[src/rtl/core/shamir_two_of_three_gf256_codec_unit_macros.svh]
// assertion macros used by the codec unit rtl file
`ifndef SHAMIR_TWO_OF_THREE_GF256_CODEC_UNIT_MACROS_SVH
`define SHAMIR_TWO_OF_THREE_GF256_CODEC_UNIT_MACROS_SVH

`ifndef NO_ASSERTIONS

// same-cycle implication, disabled while reset is low
`define S23GF_ASSERT_IMPLY(label, clk, rst_n, ante, cons) \
	label: assert property (@(posedge clk) disable iff (!(rst_n)) (ante) |-> (cons)) \
		else $error("implication check failed");

// next-cycle implication, disabled while reset is low
`define S23GF_ASSERT_NEXT(label, clk, rst_n, ante, cons) \
	label: assert property (@(posedge clk) disable iff (!(rst_n)) (ante) |=> (cons)) \
		else $error("next-cycle check failed");

`else

`define S23GF_ASSERT_IMPLY(label, clk, rst_n, ante, cons)
`define S23GF_ASSERT_NEXT(label, clk, rst_n, ante, cons)

`endif

`endif

[src/rtl/core/s23gf_pkg.sv]
`timescale 1ns / 1ps

package s23gf_pkg;

	// field reduction polynomial x^8+x^4+x^3+x+1
	localparam logic [8:0] GF_POLY = 9'h11B;

	// valid share coordinates
	localparam logic [7:0] COORD_MIN = 8'd1;
	localparam logic [7:0] COORD_MAX = 8'd3;

	// register reset values
	localparam logic [7:0] COORD_FIRST_RST  = 8'd1;
	localparam logic [7:0] COORD_SECOND_RST = 8'd2;

	// register indexes
	typedef enum logic {
		CFG_COORD_FIRST  = 1'b0,
		CFG_COORD_SECOND = 1'b1
	} cfg_idx_t;

	// operations
	typedef enum logic {
		OP_SPLIT = 1'b0,
		OP_RECON = 1'b1
	} op_t;

	// status codes
	typedef enum logic {
		STATUS_OK  = 1'b0,
		STATUS_ERR = 1'b1
	} status_t;

	// lagrange weights for the configured coordinate pair
	typedef struct packed {
		logic       bad;
		logic [7:0] wa;
		logic [7:0] wb;
	} coef_t;

	// multiply by x in the field
	function automatic logic [7:0] gf_xtime(input logic [7:0] a);
		logic [7:0] r;
		r = {a[6:0], 1'b0};
		if (a[7]) begin
			r = r ^ GF_POLY[7:0];
		end
		return r;
	endfunction

	// carry-free shift-and-add product
	function automatic logic [7:0] gf_mul(input logic [7:0] a, input logic [7:0] b);
		logic [7:0] acc;
		logic [7:0] x;
		acc = 8'h00;
		x   = a;
		for (int i = 0; i < 8; i++) begin
			if (b[i]) begin
				acc = acc ^ x;
			end
			x = gf_xtime(x);
		end
		return acc;
	endfunction

	// weights xb/(xa^xb) and xa/(xa^xb) for each legal pair
	function automatic coef_t lagrange_coef(input logic [7:0] xa, input logic [7:0] xb);
		coef_t c;
		c.bad = 1'b0;
		c.wa  = 8'h00;
		c.wb  = 8'h00;
		case ({xa, xb})
			{8'd1, 8'd2}: begin c.wa = 8'hF7; c.wb = 8'hF6; end
			{8'd2, 8'd1}: begin c.wa = 8'hF6; c.wb = 8'hF7; end
			{8'd1, 8'd3}: begin c.wa = 8'h8C; c.wb = 8'h8D; end
			{8'd3, 8'd1}: begin c.wa = 8'h8D; c.wb = 8'h8C; end
			{8'd2, 8'd3}: begin c.wa = 8'h03; c.wb = 8'h02; end
			{8'd3, 8'd2}: begin c.wa = 8'h02; c.wb = 8'h03; end
			default: begin
				// out of range or equal coordinates
				c.bad = 1'b1;
			end
		endcase
		return c;
	endfunction

endpackage

[src/rtl/core/shamir_two_of_three_gf256_codec_unit.sv]
`timescale 1ns / 1ps
// 2-of-3 secret sharing codec over GF(2^8), one byte per item.
// input channel: in_valid/in_ready with opcode, data_first, data_second and
// random_coeff. opcode split turns a secret byte and a random byte into the
// three share bytes; opcode reconstruct combines two share bytes taken at the
// coordinates held in coord_first/coord_second into the secret byte.
// output channel: out_valid/out_ready with share_one..share_three, recovered
// and status; exactly one result item per input item, in order.
// configuration: cfg_wr_en writes cfg_data into register cfg_index
// (0 coord_first, 1 coord_second); write only while the block is empty.
// ordering: the accepting edge loads the input register, and the result register
// loads from it when it is empty or being read.
// throughput: one item per cycle while out_ready stays high, set by the single combinational
// field-arithmetic pass between the two registers.
// stalls: when out_ready is low a full result register holds, the input
// register still fills, and in_ready drops once both are full.
// reset: both stages empty, coord_first = 1, coord_second = 2.
`include "shamir_two_of_three_gf256_codec_unit_macros.svh"

module shamir_two_of_three_gf256_codec_unit (
	input  logic       clk,
	input  logic       arst_n,
	input  logic       in_valid,
	output logic       in_ready,
	input  logic       opcode,
	input  logic [7:0] data_first,
	input  logic [7:0] data_second,
	input  logic [7:0] random_coeff,
	output logic       out_valid,
	input  logic       out_ready,
	output logic [7:0] share_one,
	output logic [7:0] share_two,
	output logic [7:0] share_three,
	output logic [7:0] recovered,
	output logic       status,
	input  logic       cfg_wr_en,
	input  logic       cfg_index,
	input  logic [7:0] cfg_data
);

	logic [7:0] coord_first_q;
	logic [7:0] coord_second_q;

	logic       v_s1;
	logic       op_s1;
	logic [7:0] d1_s1;
	logic [7:0] d2_s1;
	logic [7:0] cf_s1;

	logic       v_s2;
	logic [7:0] share_one_s2;
	logic [7:0] share_two_s2;
	logic [7:0] share_three_s2;
	logic [7:0] recovered_s2;
	logic       status_s2;

	logic       adv_s1;
	logic       adv_s2;

	s23gf_pkg::coef_t coef;
	logic [7:0] cf_x2;
	logic [7:0] n_one;
	logic [7:0] n_two;
	logic [7:0] n_three;
	logic [7:0] n_rec;
	logic       n_st;

	// configuration registers
	always_ff @(posedge clk or negedge arst_n) begin
		if (!arst_n) begin
			coord_first_q  <= s23gf_pkg::COORD_FIRST_RST;
			coord_second_q <= s23gf_pkg::COORD_SECOND_RST;
		end else if (cfg_wr_en) begin
			case (s23gf_pkg::cfg_idx_t'(cfg_index))
				s23gf_pkg::CFG_COORD_FIRST:  coord_first_q  <= cfg_data;
				s23gf_pkg::CFG_COORD_SECOND: coord_second_q <= cfg_data;
				default: ;
			endcase
		end
	end

	// pipeline flow control
	assign adv_s2   = v_s1 && (!v_s2 || out_ready);
	assign adv_s1   = in_valid && in_ready;
	assign in_ready = !v_s1 || adv_s2;

	// input register
	always_ff @(posedge clk or negedge arst_n) begin
		if (!arst_n) begin
			v_s1 <= 1'b0;
		end else if (in_ready) begin
			v_s1 <= in_valid;
		end
	end

	always_ff @(posedge clk) begin
		if (adv_s1) begin
			op_s1 <= opcode;
			d1_s1 <= data_first;
			d2_s1 <= data_second;
			cf_s1 <= random_coeff;
		end
	end

	// weights depend only on the coordinate registers
	assign coef  = s23gf_pkg::lagrange_coef(coord_first_q, coord_second_q);
	assign cf_x2 = s23gf_pkg::gf_xtime(cf_s1);

	// split or interpolate
	always_comb begin
		n_one   = 8'h00;
		n_two   = 8'h00;
		n_three = 8'h00;
		n_rec   = 8'h00;
		n_st    = s23gf_pkg::STATUS_OK;
		case (s23gf_pkg::op_t'(op_s1))
			s23gf_pkg::OP_SPLIT: begin
				n_one   = d1_s1 ^ cf_s1;
				n_two   = d1_s1 ^ cf_x2;
				n_three = d1_s1 ^ cf_x2 ^ cf_s1;
			end
			s23gf_pkg::OP_RECON: begin
				if (coef.bad) begin
					n_st = s23gf_pkg::STATUS_ERR;
				end else begin
					n_rec = s23gf_pkg::gf_mul(d1_s1, coef.wa)
						^ s23gf_pkg::gf_mul(d2_s1, coef.wb);
				end
			end
			default: ;
		endcase
	end

	// result register
	always_ff @(posedge clk or negedge arst_n) begin
		if (!arst_n) begin
			v_s2 <= 1'b0;
		end else if (!v_s2 || out_ready) begin
			v_s2 <= v_s1;
		end
	end

	always_ff @(posedge clk) begin
		if (adv_s2) begin
			share_one_s2   <= n_one;
			share_two_s2   <= n_two;
			share_three_s2 <= n_three;
			recovered_s2   <= n_rec;
			status_s2      <= n_st;
		end
	end

	assign out_valid   = v_s2;
	assign share_one   = share_one_s2;
	assign share_two   = share_two_s2;
	assign share_three = share_three_s2;
	assign recovered   = recovered_s2;
	assign status      = status_s2;

	// legal weights sum to one, so a constant polynomial reconstructs
	`S23GF_ASSERT_IMPLY(a_coef_sum, clk, arst_n, !coef.bad, (coef.wa ^ coef.wb) == 8'h01)

	// the three shares xor back to the secret
	`S23GF_ASSERT_NEXT(a_split_xor, clk, arst_n, adv_s2 && (op_s1 == s23gf_pkg::OP_SPLIT),
		(share_one ^ share_two ^ share_three) == $past(d1_s1))

	// split results carry no recovered byte and no error
	`S23GF_ASSERT_NEXT(a_split_clean, clk, arst_n, adv_s2 && (op_s1 == s23gf_pkg::OP_SPLIT),
		(recovered == 8'h00) && (status == s23gf_pkg::STATUS_OK))

	// an error result carries only zero bytes
	`S23GF_ASSERT_IMPLY(a_err_zero, clk, arst_n, v_s2 && (status == s23gf_pkg::STATUS_ERR),
		(recovered == 8'h00) && (share_one == 8'h00) && (share_two == 8'h00)
		&& (share_three == 8'h00))

endmodule

[config.mk]
export PLATFORM = sky130hd
export DESIGN_NAME = shamir_two_of_three_gf256_codec_unit
export DESIGN_NICKNAME = d
export VERILOG_FILES = /design/src/rtl/core/s23gf_pkg.sv /design/src/rtl/core/shamir_two_of_three_gf256_codec_unit.sv
export VERILOG_INCLUDE_DIRS = /design/src /design/src/rtl/core
export SDC_FILE = /design/constraint.sdc
export NUM_CORES = 1
export LEC_CHECK = 0
export CORE_UTILIZATION = 50
export DETAILED_ROUTE_END_ITERATION = 10
export DONT_BUFFER_PORTS = 1
export GPL_ROUTABILITY_DRIVEN = 0
export HOLD_SLACK_MARGIN = 0.02
export PLACE_DENSITY = 0.69
export SKIP_CTS_REPAIR_TIMING = 1
export SLEW_MARGIN = 20
export SYNTH_ARGS = -nofsm -noshare
export SYNTH_HDL_FRONTEND = slang
export SYNTH_SLANG_ARGS = --single-unit
[constraint.sdc]
create_clock -name clk -period 2.7 [get_ports clk]
set_input_delay 0.54 -clock clk [delete_from_list [all_inputs] [get_ports clk]]
set_output_delay 0.54 -clock clk [all_outputs]
set_load 0.1 [all_outputs]
Word level (Yosys, flattened, before mapping)
Index checks and enable logic that the tools add are counted.

Flip-flop bits (word level): 76. Output and inout bits: 35. Word-level logic and storage cells: 156.

Equality and inequality tests: 6. Mux-type cells: 93. Bitwise operators: 34. Reduce and logical (&&, ||, !) cells: 10.

Operator list (count): $mux 8 (76); $xor 8x8->8 (18); $pmux 16 s6 (1); $mux 5 (15); $eq 16x10->1 const B (4); $not 4->4 (15); $eq 16x9->1 const B (2); $reduce_and 2->1 (3); $reduce_or 6->1 (1); $logic_and 1x1->1 (2); $logic_not 1->1 (2); $logic_or 1x1->1 (2); $mux 1 (1); $not 1->1 (1).

Depth between registers and ports, before layout
Gate-level depths: netlist of run 1.

Depth in word-level cells: 34. Mapped depth: 10. Gate-level depth less buffers: 8.

Least setup slack after synthesis of run 1
OpenSTA, ideal clock, no wires.

Path type: register to register. From: register v_s2, in the netlist out_valid. To: register cf_s1[0] (enable). Data arrival time: 2.705 ns. Data required time: 2.332 ns. Path slack: -0.372 ns. Cell stages (with the launch flop): 3. Cell sequence: dfrtp_1 > nand3b_1 > and2_1.

Longest elaborated chain between the ends: 5.

RTL lines: start, declared (RTL line shamir_two_of_three_gf256_codec_unit.sv:50) `logic v_s2;`; start signal, assigned (RTL line shamir_two_of_three_gf256_codec_unit.sv:139) `v_s2 <= v_s1;`; $logic_not 1->1 (RTL line shamir_two_of_three_gf256_codec_unit.sv:83) `assign adv_s2 = v_s1 && (!v_s2 || out_ready);`; $logic_or 1x1->1 (RTL line shamir_two_of_three_gf256_codec_unit.sv:83); $logic_and 1x1->1 (RTL line shamir_two_of_three_gf256_codec_unit.sv:83); $logic_or 1x1->1 (RTL line shamir_two_of_three_gf256_codec_unit.sv:85) `assign in_ready = !v_s1 || adv_s2;`; net in_ready (RTL line shamir_two_of_three_gf256_codec_unit.sv:24) `output logic in_ready,`; $logic_and 1x1->1 (RTL line shamir_two_of_three_gf256_codec_unit.sv:84) `assign adv_s1 = in_valid && in_ready;`; net adv_s1 (RTL line shamir_two_of_three_gf256_codec_unit.sv:57) `logic adv_s1;`; end signal, assigned (RTL line shamir_two_of_three_gf256_codec_unit.sv:101) `cf_s1 <= random_coeff;`; end, declared (RTL line shamir_two_of_three_gf256_codec_unit.sv:48) `logic [7:0] cf_s1;`.

The timed path passes the listed nets, and every way through them passes these cells. A chain may end at the register's enable or synchronous reset.

Final worst setup path of run 1
From: register d1_s1[7]. To: register recovered_s2[7], in the netlist recovered[7] (data pin).

Longest elaborated chain between the ends: 32. Elaborated cells between the ends (all ways): 53. Those cells by class: mux (42); bitwise (11).

RTL lines: start, declared (RTL line shamir_two_of_three_gf256_codec_unit.sv:46) `logic [7:0] d1_s1;`; start signal, assigned (RTL line shamir_two_of_three_gf256_codec_unit.sv:99) `d1_s1 <= data_first;`; $mux 8 (RTL line s23gf_pkg.sv:58) `if (b[i]) begin`; $mux 8 (RTL line shamir_two_of_three_gf256_codec_unit.sv:123) `if (coef.bad) begin`; $mux 8 (RTL line shamir_two_of_three_gf256_codec_unit.sv:116) `case (s23gf_pkg::op_t'(op_s1))`; $xor 8x8->8 (RTL line s23gf_pkg.sv:59) `acc = acc ^ x;`; $mux 8 (RTL line s23gf_pkg.sv:58); $mux 8 (RTL line shamir_two_of_three_gf256_codec_unit.sv:123); $mux 8 (RTL line shamir_two_of_three_gf256_codec_unit.sv:116); $xor 8x8->8 (RTL line s23gf_pkg.sv:59); (+16 left out); $mux 8 (RTL line s23gf_pkg.sv:58); $mux 8 (RTL line shamir_two_of_three_gf256_codec_unit.sv:123); $mux 8 (RTL line shamir_two_of_three_gf256_codec_unit.sv:116); $xor 8x8->8 (RTL line s23gf_pkg.sv:59); $mux 8 * (RTL line s23gf_pkg.sv:58); $mux 8 * (RTL line shamir_two_of_three_gf256_codec_unit.sv:123); $mux 8 * (RTL line shamir_two_of_three_gf256_codec_unit.sv:116); $xor 8x8->8 * (RTL line shamir_two_of_three_gf256_codec_unit.sv:127) `^ s23gf_pkg::gf_mul(d2_s1, coef.wb);`; end signal, assigned (RTL line shamir_two_of_three_gf256_codec_unit.sv:148) `recovered_s2 <= n_rec;`; end, declared (RTL line shamir_two_of_three_gf256_codec_unit.sv:54) `logic [7:0] recovered_s2;`.

Mark *: on every way between the ends. The rest lies on a longest branch, timed or not. The select of a mux whose other input is x is not followed.

==> results.json, run 1 <==
{
  "place_area_sq_um": 5530,
  "fin_nets": 537,
  "cp.required_ns": 2.81,
  "grt_max_degree": 34,
  "power.leakage_uw": 0.00207,
  "start_kind": "register",
  "syn_area_per_cell_sq_um": 11.0,
  "antenna_found_initial": 0,
  "finalHoldViolations": 0,
  "ios": 74,
  "grt_pass1_vias": 3492,
  "grt_usage_pct": 23.4,
  "syn_nets": 496,
  "vias_per_cell": 5.59,
  "synth_warnings": 0,
  "fin_area_sq_um": 5740,
  "slew_viol_final": 0,
  "tritoncts.num_buffers": 9,
  "clockBufferDepth": 2,
  "slowest_delay_ns": 0.48,
  "netlist_area_sq_um": 5030,
  "cts_root_buf": "clkbuf_8",
  "die-area_sq_um": 10500,
  "syn_to_final_growth_pct": 14.1,
  "maxCapViolCount": 0,
  "rows": 36,
  "synthCells": 457,
  "status": "finished clean",
  "rr_worst_depth": 7,
  "synth_cell_types": 62,
  "min_path_type": "input pin to register",
  "fin_ws_ns": 0.0774,
  "period_needed_ns": 2.62,
  "reg2reg_to": "recovered[7]$_SDFFCE_PN0P_",
  "max_slew_margin_pct": 39.1,
  "drt_iter0_markers": 226,
  "worstMarginPinSlew_ns": 0.916,
  "clock.fmax_mhz": 381,
  "regToRegStartpoint": "d1_s1[7]$_DFFE_PP_",
  "yosys.area_share.xor_xnor_pct": 25.7,
  "fin_crit_sh_pct": 97.1,
  "finalPower_uw": 3450,
  "synthTopCellsByCount": "xnor2_1, edfxtp_1, nor2_1",
  "finalClockSkew_ns": 0.0204,
  "synth_top_cell_area_share_pct": 34.6,
  "vdd_drop_max_v": 0.000406,
  "min_to": "d1_s1[7]$_DFFE_PP_",
  "synthFlopType": "edfxtp_1",
  "ant_nets": 0,
  "setup_viol": 0,
  "synth_edf_count": 58,
  "synthArstFlopShare_pct": 23.7,
  "synth_simple_gate_area_share_pct": 13.2,
  "synthMuxAreaShare_pct": 4.37,
  "min_from": "data_first[7]",
  "path_max_fanout": 4,
  "crit_chain": "xnor3_2, xnor2_4, o21ai_0, a311oi_2, xnor2_1, xnor3_1, nor2b_1",
  "wl_microns": 11500,
  "cts_tree": "built",
  "cp_data_arrival_time_ns": 2.74,
  "crit_path_end_kind": "register",
  "synth_compound_area_share_pct": 9.84,
  "crit_slowest_cell": "edfxtp_1",
  "powerDensity_nw_per_um2": 601,
  "dp_slack_ns": -0.00673,
  "core-area_sq_um": 9770,
  "placed_cells": 619,
  "rrSetupSlack_ns": 0.08,
  "die-width_microns": 102,
  "cp_num_buf_inv": 0,
  "synthAdderAreaFrac_pct": 0,
  "initial_utilization_pct": 51.5,
  "stdcell_count": 635,
  "wl_per_cell_microns": 18.2,
  "path_class": "register to register",
  "cts_max_level": 3,
  "clk_pin_slew_worst_paths_ns": 0.09,
  "utilization_pct": 58.8,
  "ys_seq_area_share_pct": 43.6,
  "antennaDiodeCount": 0,
  "min_path_cells": 0,
  "synth_top_family_by_area": "XOR/XNOR gates",
  "cp_top_family": "XOR/XNOR gates",
  "overflow": 0,
  "port_buffers": 0,
  "hpwl_microns": 8770,
  "yosysTopAreaCell": "edfxtp_1",
  "ys_seq_elements": 76,
  "cts_sinks": 76,
  "grt_setup_unrepaired": "true",
  "die_h_microns": 102,
  "firstDrtPassIters": 6,
  "num_vias": 3551,
  "drc": 0,
  "clk_latency_ns": 0.37,
  "synth_area_leaders": "edfxtp_1, xnor2_1, dfrtp_1, xor2_1, mux2_2",
  "synth_most_common_cell": "xnor2_1",
  "grt_first_pass_wirelength_microns": 17900,
  "layout-drive-gt1-share_pct": 23.5
}
cell type report:
class                           instances  area (sq um)
Timing Repair Buffer                   61           473
Fill cell                             842          4030
Tap cell                              133           166
Sequential cell                        76          2200
Clock buffer                           10           128
Clock inverter                          5          28.8
Multi-Input combinational cell        344          2730
Inverter                                6          22.5
where the power goes:
group	switching, uW	internal (uW)
clock network	435	324
registers	398	1400
logic	488	412
total	1320	2130
worst register-to-register path, cell delays in order, from the launching register on:
cell	delay [ns]
edfxtp_1	0.48
xnor3_2	0.47
xnor2_4	0.26
o21ai_0	0.16
a311oi_2	0.30
xnor2_1	0.15
xnor3_1	0.40
nor2b_1	0.13
per-layer routing:
metal | GRT usage (%) | routed length, microns | vias to the layer above
met2 | 38.4 | 5600 | 133
met5 | 0 | 0 | -
met1 | 30.0 | 4940 | 1701
met4 | 7.80 | 297 | 0
li1 | - | - | 1682
met3 | 6.29 | 697 | 35
worst max-delay path by stage:
stage	startpoint	to	slack [ns]	depth (start not counted)
floorplan	coord_second_q[1]$_DFFE_PN1P_	recovered[7]$_SDFFCE_PN0P_	0.12	7
global placement	coord_first_q[4]$_DFFE_PN0P_	recovered[7]$_SDFFCE_PN0P_	0.07	9
detailed placement	coord_second_q[6]$_DFFE_PN0P_	recovered[7]$_SDFFCE_PN0P_	-0.007	9
CTS	coord_second_q[5]$_DFFE_PN0P_	recovered[7]$_SDFFCE_PN0P_	-0.02	9
global route	coord_second_q[1]$_DFFE_PN1P_	recovered[1]$_SDFFCE_PN0P_	-0.04	9
finish	d1_s1[7]$_DFFE_PP_	recovered[7]$_SDFFCE_PN0P_	0.08	7
flip-flops by register name, summed over array words and instances (netlist names), 8 cells and up:
| register | count |
|---|---|
| cf_s1 | 8 |
| coord_first_q | 8 |
| coord_second_q | 8 |
| d1_s1 | 8 |
| d2_s1 | 8 |
| recovered | 8 |
| share_one | 8 |
| share_three | 8 |
| share_two | 8 |
cells by family (layout without fill, tap and decap cells):
logic type | Yosys count | count (layout)
buf+inv | 37 | 82
simple gates | 122 | 122
mux | 20 | 20
compound gates | 71 | 71
xor+xnor | 131 | 131
flops | 76 | 76
layout by cell type (no fill, tap or decap), types with 5 or more instances in the layout:
cell type,Yosys,final
xnor2_1,81,81
buf_4,1,59
edfxtp_1,58,58
nor2_1,46,45
xor2_1,37,36
nand2_1,24,23
a21oi_1,18,18
mux2_2,16,16
dfrtp_1,16,15
o21ai_0,9,9
clkbuf_8,0,9
o22ai_1,8,8
nand2b_1,6,6
nor2b_1,6,6
inv_1,6,6
nand3_1,6,5
xnor3_1,5,5
through the flow:
stage	TNS [ns]	hold WS [ns]
floorplan	0	0.244
global placement	0	0.245
detailed placement	-0.00673	0.245
CTS	-0.0158	-0.160
global route	-0.0436	0.241
finish	0	0.255
No activity file was read; power rests on OpenSTA's default activity.
==> run 2: changes to the inputs <==
==> constraint.sdc (replaced) <==
create_clock -name clk -period 2.7 [get_ports clk]
set_input_delay 0.27 -clock clk [delete_from_list [all_inputs] [get_ports clk]]
set_output_delay 0.27 -clock clk [all_outputs]
set_load 0.1 [all_outputs]
==> run 2 against run 1 <==
Clock skew is 0.014 ns lower. Critical path depth is 2 higher. Sequential cell count stayed put. Sequential power hardly changed. Routed wire length is 0.16% lower. Register-to-register slack hardly changed. Combinational power is 0.4% higher. Global-route usage is 0.69 points lower. Final cell count is 3.3% higher. Count of clock-buffer cells in the layout is 1 lower. Clock power is 14% higher.
==> results.json, run 2 (synthesis gave the netlist of run 1 again) <==
{
  "period_needed_ns": 2.61,
  "max_slew_margin_pct": 38.4,
  "startpoint": "coord_second_q[6]$_DFFE_PN0P_",
  "setup_viol": 0,
  "ant_nets": 0,
  "status": "finished clean",
  "cp.required_ns": 2.80,
  "drc": 0,
  "fin_crit_sh_pct": 96.8,
  "min_path_type": "input pin to register",
  "drt_iter0_markers": 311,
  "vias_per_cell": 5.55,
  "finalClockSkew_ns": 0.00681,
  "cts_max_level": 3,
  "power.switching_uw": 1340,
  "overflow": 0,
  "grt_first_pass_wirelength_microns": 17500,
  "rows": 36,
  "path_max_fanout": 7,
  "slowest_delay_ns": 0.43,
  "crit_slowest_cell": "dfrtp_1",
  "swShare_pct": 37.2,
  "clockBufferDepth": 2,
  "cts_tree": "built",
  "layout-drive-gt1-share_pct": 22.6,
  "crit_path_end_kind": "register",
  "utilization_pct": 61.5,
  "crit_chain": "nor4_4, buf_4, o2111ai_2, a221oi_1, mux2i_1, xnor2_1, xnor2_1, xnor2_1, nor2_1",
  "cp_data_arrival_time_ns": 2.71,
  "initial_utilization_pct": 51.5,
  "grt_pass1_vias": 3412,
  "powerDensity_nw_per_um2": 597,
  "intPower_uw": 2250,
  "finalHoldViolations": 0,
  "cp_top_family": "compound AO/OA/AOI/OAI gates",
  "p_seq_share_pct": 50.6,
  "placed_cells": 614,
  "wl_per_cell_microns": 17.6,
  "syn_to_final_growth_pct": 19.3,
  "antenna_found_initial": 0,
  "core-area_sq_um": 9770,
  "fin_tns_setup_ns": 0,
  "dp_slack_ns": 0.0814,
  "wl_microns": 11500,
  "grt_max_degree": 34,
  "p_comb_share_pct": 25.2,
  "grt_setup_unrepaired": "true",
  "grt_usage_pct": 22.7,
  "die-width_microns": 102,
  "worstMarginPinSlew_ns": 0.926,
  "cts_root_buf": "clkbuf_8",
  "path_class": "register to register",
  "layout_commonest_cell": "xnor2_1",
  "fin_ws_ns": 0.0852,
  "power.leakage_uw": 0.00218,
  "num_vias": 3638,
  "firstDrtPassIters": 8,
  "cts_sinks": 76,
  "start_kind": "register",
  "clock.fmax_mhz": 382,
  "clk_pin_slew_worst_paths_ns": 0.09,
  "ios": 74,
  "vdd_drop_max_v": 0.000429,
  "cp_num_buf_inv": 1,
  "die-area_sq_um": 10500,
  "die_h_microns": 102,
  "stdcell_count": 656,
  "maxCapViolCount": 0,
  "hpwl_microns": 8530,
  "regToRegStartpoint": "coord_second_q[6]$_DFFE_PN0P_",
  "most-common-layout-cells": "xnor2_1, edfxtp_1, buf_4",
  "finalPower_uw": 3590,
  "min_from": "cfg_data[4]",
  "fin_nets": 558,
  "clk_latency_ns": 0.35,
  "num-fill-cells": 796,
  "path_common_cell": "xnor2_1",
  "tritoncts.num_buffers": 9,
  "power_frac_clock_pct": 24.2,
  "port_buffers": 0,
  "antennaDiodeCount": 0,
  "slew_viol_final": 0
}
## run 2: cell types whose count changed in the layout (fill, tap and decap cells not counted)
cell / before / now
o2111ai_4: 1 / 0
o2111ai_1: 2 / 1
clkbuf_1: 1 / 0
dlygate4sd3_1: 1 / 27
xnor2_2: 3 / 5
inv_6: 1 / 2
clkinv_1: 2 / 1
o2111ai_2: 1 / 3
buf_4: 59 / 54
xnor2_1: 81 / 79
bufinv_16: 0 / 1
## run 2: routing by layer
metal  track usage (%)  up-vias  share of wire [%]
met5                 0        -                  0
met4              7.47        0                2.8
met3              5.88       33                6.2
met2              38.4      142                 49
met1              28.3     1742                 42
li1                  -     1721                  -
## run 2: per-stage QoR
stage	hold WS [ns]	area [sq um]
2_1_floorplan	-0.0256	5040
3_3_place_gp	-0.0251	5490
3_5_place_dp	-0.0251	5490
4_1_cts	-0.407	5680
5_1_grt	0.0459	6010
6_report	0.0597	6010
## run 2: final timing paths
path | endpoint | slack (ns) | cells past startpoint
min reg2reg | out_valid$_DFFE_PN0P_ | 0.50 | 1
min | coord_second_q[4]$_DFFE_PN0P_ | 0.06 | 1
max | recovered[3]$_SDFFCE_PN0P_ | 0.09 | 9
max in group asynchronous | out_valid$_DFFE_PN0P_ | 1.72 | 1
max reg2reg | recovered[3]$_SDFFCE_PN0P_ | 0.09 | 9
min in group asynchronous | coord_second_q[5]$_DFFE_PN0P_ | 0.44 | 1
## run 2: layout make-up
| class | instances | area (sq um) | share of cell area, % |
|---|---|---|---|
| sequential | 76 | 2200 | 36.6 |
| clock inverter | 6 | 63.8 | 1.06 |
| inverter | 6 | 22.5 | 0.375 |
| multi-input combinational | 344 | 2740 | 45.6 |
| clock buffer | 9 | 124 | 2.06 |
| tap | 133 | 166 | 2.77 |
| timing repair buffer | 82 | 696 | 11.6 |
## run 2: worst reg2reg max path: cells and delay by family, from the launching register on
family / cells / cell delay, ns
AOI/OAI and AO/OA: 2 / 0.63
xor gates and xnor gates: 3 / 0.58
buffers and inverters: 1 / 0.20
DFF: 1 / 0.43
muxes: 1 / 0.15
and+or+nand+nor: 2 / 0.37
## run 2: power groups by stage
| stage | Combinational [uW] | Sequential (uW) | Clock (uW) |
|---|---|---|---|
| final | 904 | 1810 | 869 |
| after global routing | 977 | 1830 | 941 |
| after CTS | 850 | 1820 | 895 |
| after detailed placement | 844 | 1840 | 0 |
| after global placement | 829 | 1840 | 0 |
| after floorplan | 649 | 1810 | 0 |
==> run 3: changes to the inputs <==
CORE_UTILIZATION = 45   (was 50)
PLACE_DENSITY = 0.63   (was 0.69)
==> run 3 against run 2 <==
First-iteration DRC count shrank 21%. Clock power up 7.2%. Final cell count increased by 2.3%. Largest cell class unchanged. Largest power group unchanged. Highest routed layer unchanged.
==> results.json, run 3 (synthesis gave the netlist of run 1 again) <==
{
  "status": "finished clean",
  "syn_to_final_growth_pct": 21.3,
  "wl_microns": 12100,
  "placed_cells": 618,
  "finalHoldViolations": 0,
  "worstMarginPinSlew_ns": 0.931,
  "power.leakage_uw": 0.00223,
  "firstDrtPassIters": 4,
  "drt_iter0_markers": 246,
  "wl_per_cell_microns": 18.1,
  "vias_per_cell": 5.45,
  "initial_utilization_pct": 46.2,
  "num_vias": 3657,
  "most-common-layout-cells": "xnor2_1, buf_4, edfxtp_1",
  "grt_first_pass_wirelength_microns": 18300,
  "cts_tree": "built",
  "setup_viol": 0,
  "cts_max_level": 3,
  "finalClockSkew_ns": 0.00872,
  "ant_nets": 0,
  "tritoncts.num_buffers": 9,
  "min_path_cells": 1,
  "slew_viol_final": 0,
  "die-area_sq_um": 11600,
  "overflow": 0,
  "powerDensity_nw_per_um2": 605,
  "cp_data_arrival_time_ns": 2.72,
  "hpwl_microns": 8680,
  "p_comb_share_pct": 25.5,
  "swShare_pct": 37.8,
  "intPower_uw": 2300,
  "path_max_fanout": 10,
  "stdcell_count": 671,
  "grt_setup_unrepaired": "true",
  "power_frac_clock_pct": 25.2,
  "cts_root_buf": "clkbuf_8",
  "max_slew_margin_pct": 38.1,
  "cts_sinks": 76,
  "die-width_microns": 108,
  "crit_path_end_kind": "register",
  "fin_area_sq_um": 6110,
  "fin_crit_sh_pct": 96.8,
  "ios": 74,
  "clock.fmax_mhz": 383,
  "port_buffers": 0,
  "grt_usage_pct": 21.1,
  "path_class": "register to register",
  "rr_worst_depth": 10,
  "layout-drive-gt1-share_pct": 24.1,
  "core-area_sq_um": 10900,
  "grt_pass1_vias": 3457,
  "power.switching_uw": 1400,
  "grt_max_degree": 27,
  "antennaDiodeCount": 0,
  "antenna_found_initial": 0,
  "clk_latency_ns": 0.36,
  "fin_nets": 565,
  "min_path_type": "input pin to register",
  "maxCapViolCount": 0,
  "p_seq_share_pct": 49.3,
  "clockBufferDepth": 2,
  "start_kind": "register",
  "cp.required_ns": 2.81,
  "layout_commonest_cell": "xnor2_1",
  "period_needed_ns": 2.61,
  "clk_pin_slew_worst_paths_ns": 0.09,
  "drc": 0,
  "rows": 38,
  "vdd_drop_max_v": 0.000411,
  "die_h_microns": 108,
  "place_area_sq_um": 5480
}
[run 3: cell count changes in the layout (fill, tap and decap cells not counted), sizes merged]
cell,delta
clkinv,-1
buf,+7
inv,+2
[run 3: worst paths after layout]
path	end	from	slack, ns
min in group asynchronous	coord_second_q[5]$_DFFE_PN0P_	arst_n	0.43
hold reg to reg	out_valid$_DFFE_PN0P_	v_s1$_DFFE_PN0N_	0.51
setup reg to reg	recovered[3]$_SDFFCE_PN0P_	coord_first_q[2]$_DFFE_PN0P_	0.09
max in group asynchronous	coord_first_q[1]$_DFFE_PN0P_	arst_n	1.73
setup / recovery	recovered[3]$_SDFFCE_PN0P_	coord_first_q[2]$_DFFE_PN0P_	0.09
hold / removal	coord_second_q[7]$_DFFE_PN0P_	cfg_data[7]	0.06
[run 3: through the flow]
step | setup TNS [ns] | utilization (%) | setup WS (ns) | hold WS (ns) | power, uW
after floorplan | 0 | - | 0.124 | -0.0256 | 2450
after global placement | 0 | 50.3 | 0.0178 | -0.0251 | 2680
after detailed placement | -0.00275 | 50.3 | -0.00275 | -0.0251 | 2690
after CTS | -0.0113 | 52.2 | -0.00882 | -0.414 | 3610
after global routing | -0.162 | 56.1 | -0.0661 | 0.0455 | 3830
final | 0 | 56.1 | 0.0877 | 0.0590 | 3690
[run 3: area by class of cell]
cell class	instances	area, sq um
Inverter	6	22.5
Tap cell	140	175
Fill cell	902	4780
Timing Repair Buffer	89	748
Clock inverter	7	80.1
Clock buffer	9	124
Multi-Input combinational cell	344	2760
Sequential cell	76	2200
[run 3: power groups by stage]
stage | clock network (uW) | registers, uW | logic [uW]
after floorplan | 0 | 1810 | 649
after global placement | 0 | 1840 | 835
after detailed placement | 0 | 1850 | 847
after CTS | 938 | 1820 | 850
after global routing | 986 | 1830 | 1020
final | 932 | 1820 | 941
[run 3: layer usage]
layer	vias up	part of all wire, %	track usage (%)
li1	1749	-	-
met1	1730	43	28.0
met2	155	48	32.9
met3	23	6.9	5.39
met4	0	2.1	8.41
met5	-	0	0
[run 3: worst max-delay path, cell delays in order (launching register included)]
cell and delay, ns:
dfrtp_1 0.42, nor4_4 0.43, buf_4 0.21, o2111ai_2 0.13
buf_4 0.21, a221oi_1 0.29, mux2i_1 0.14, xnor2_1 0.20
xnor2_1 0.15, xnor2_1 0.14, nor2_1 0.05
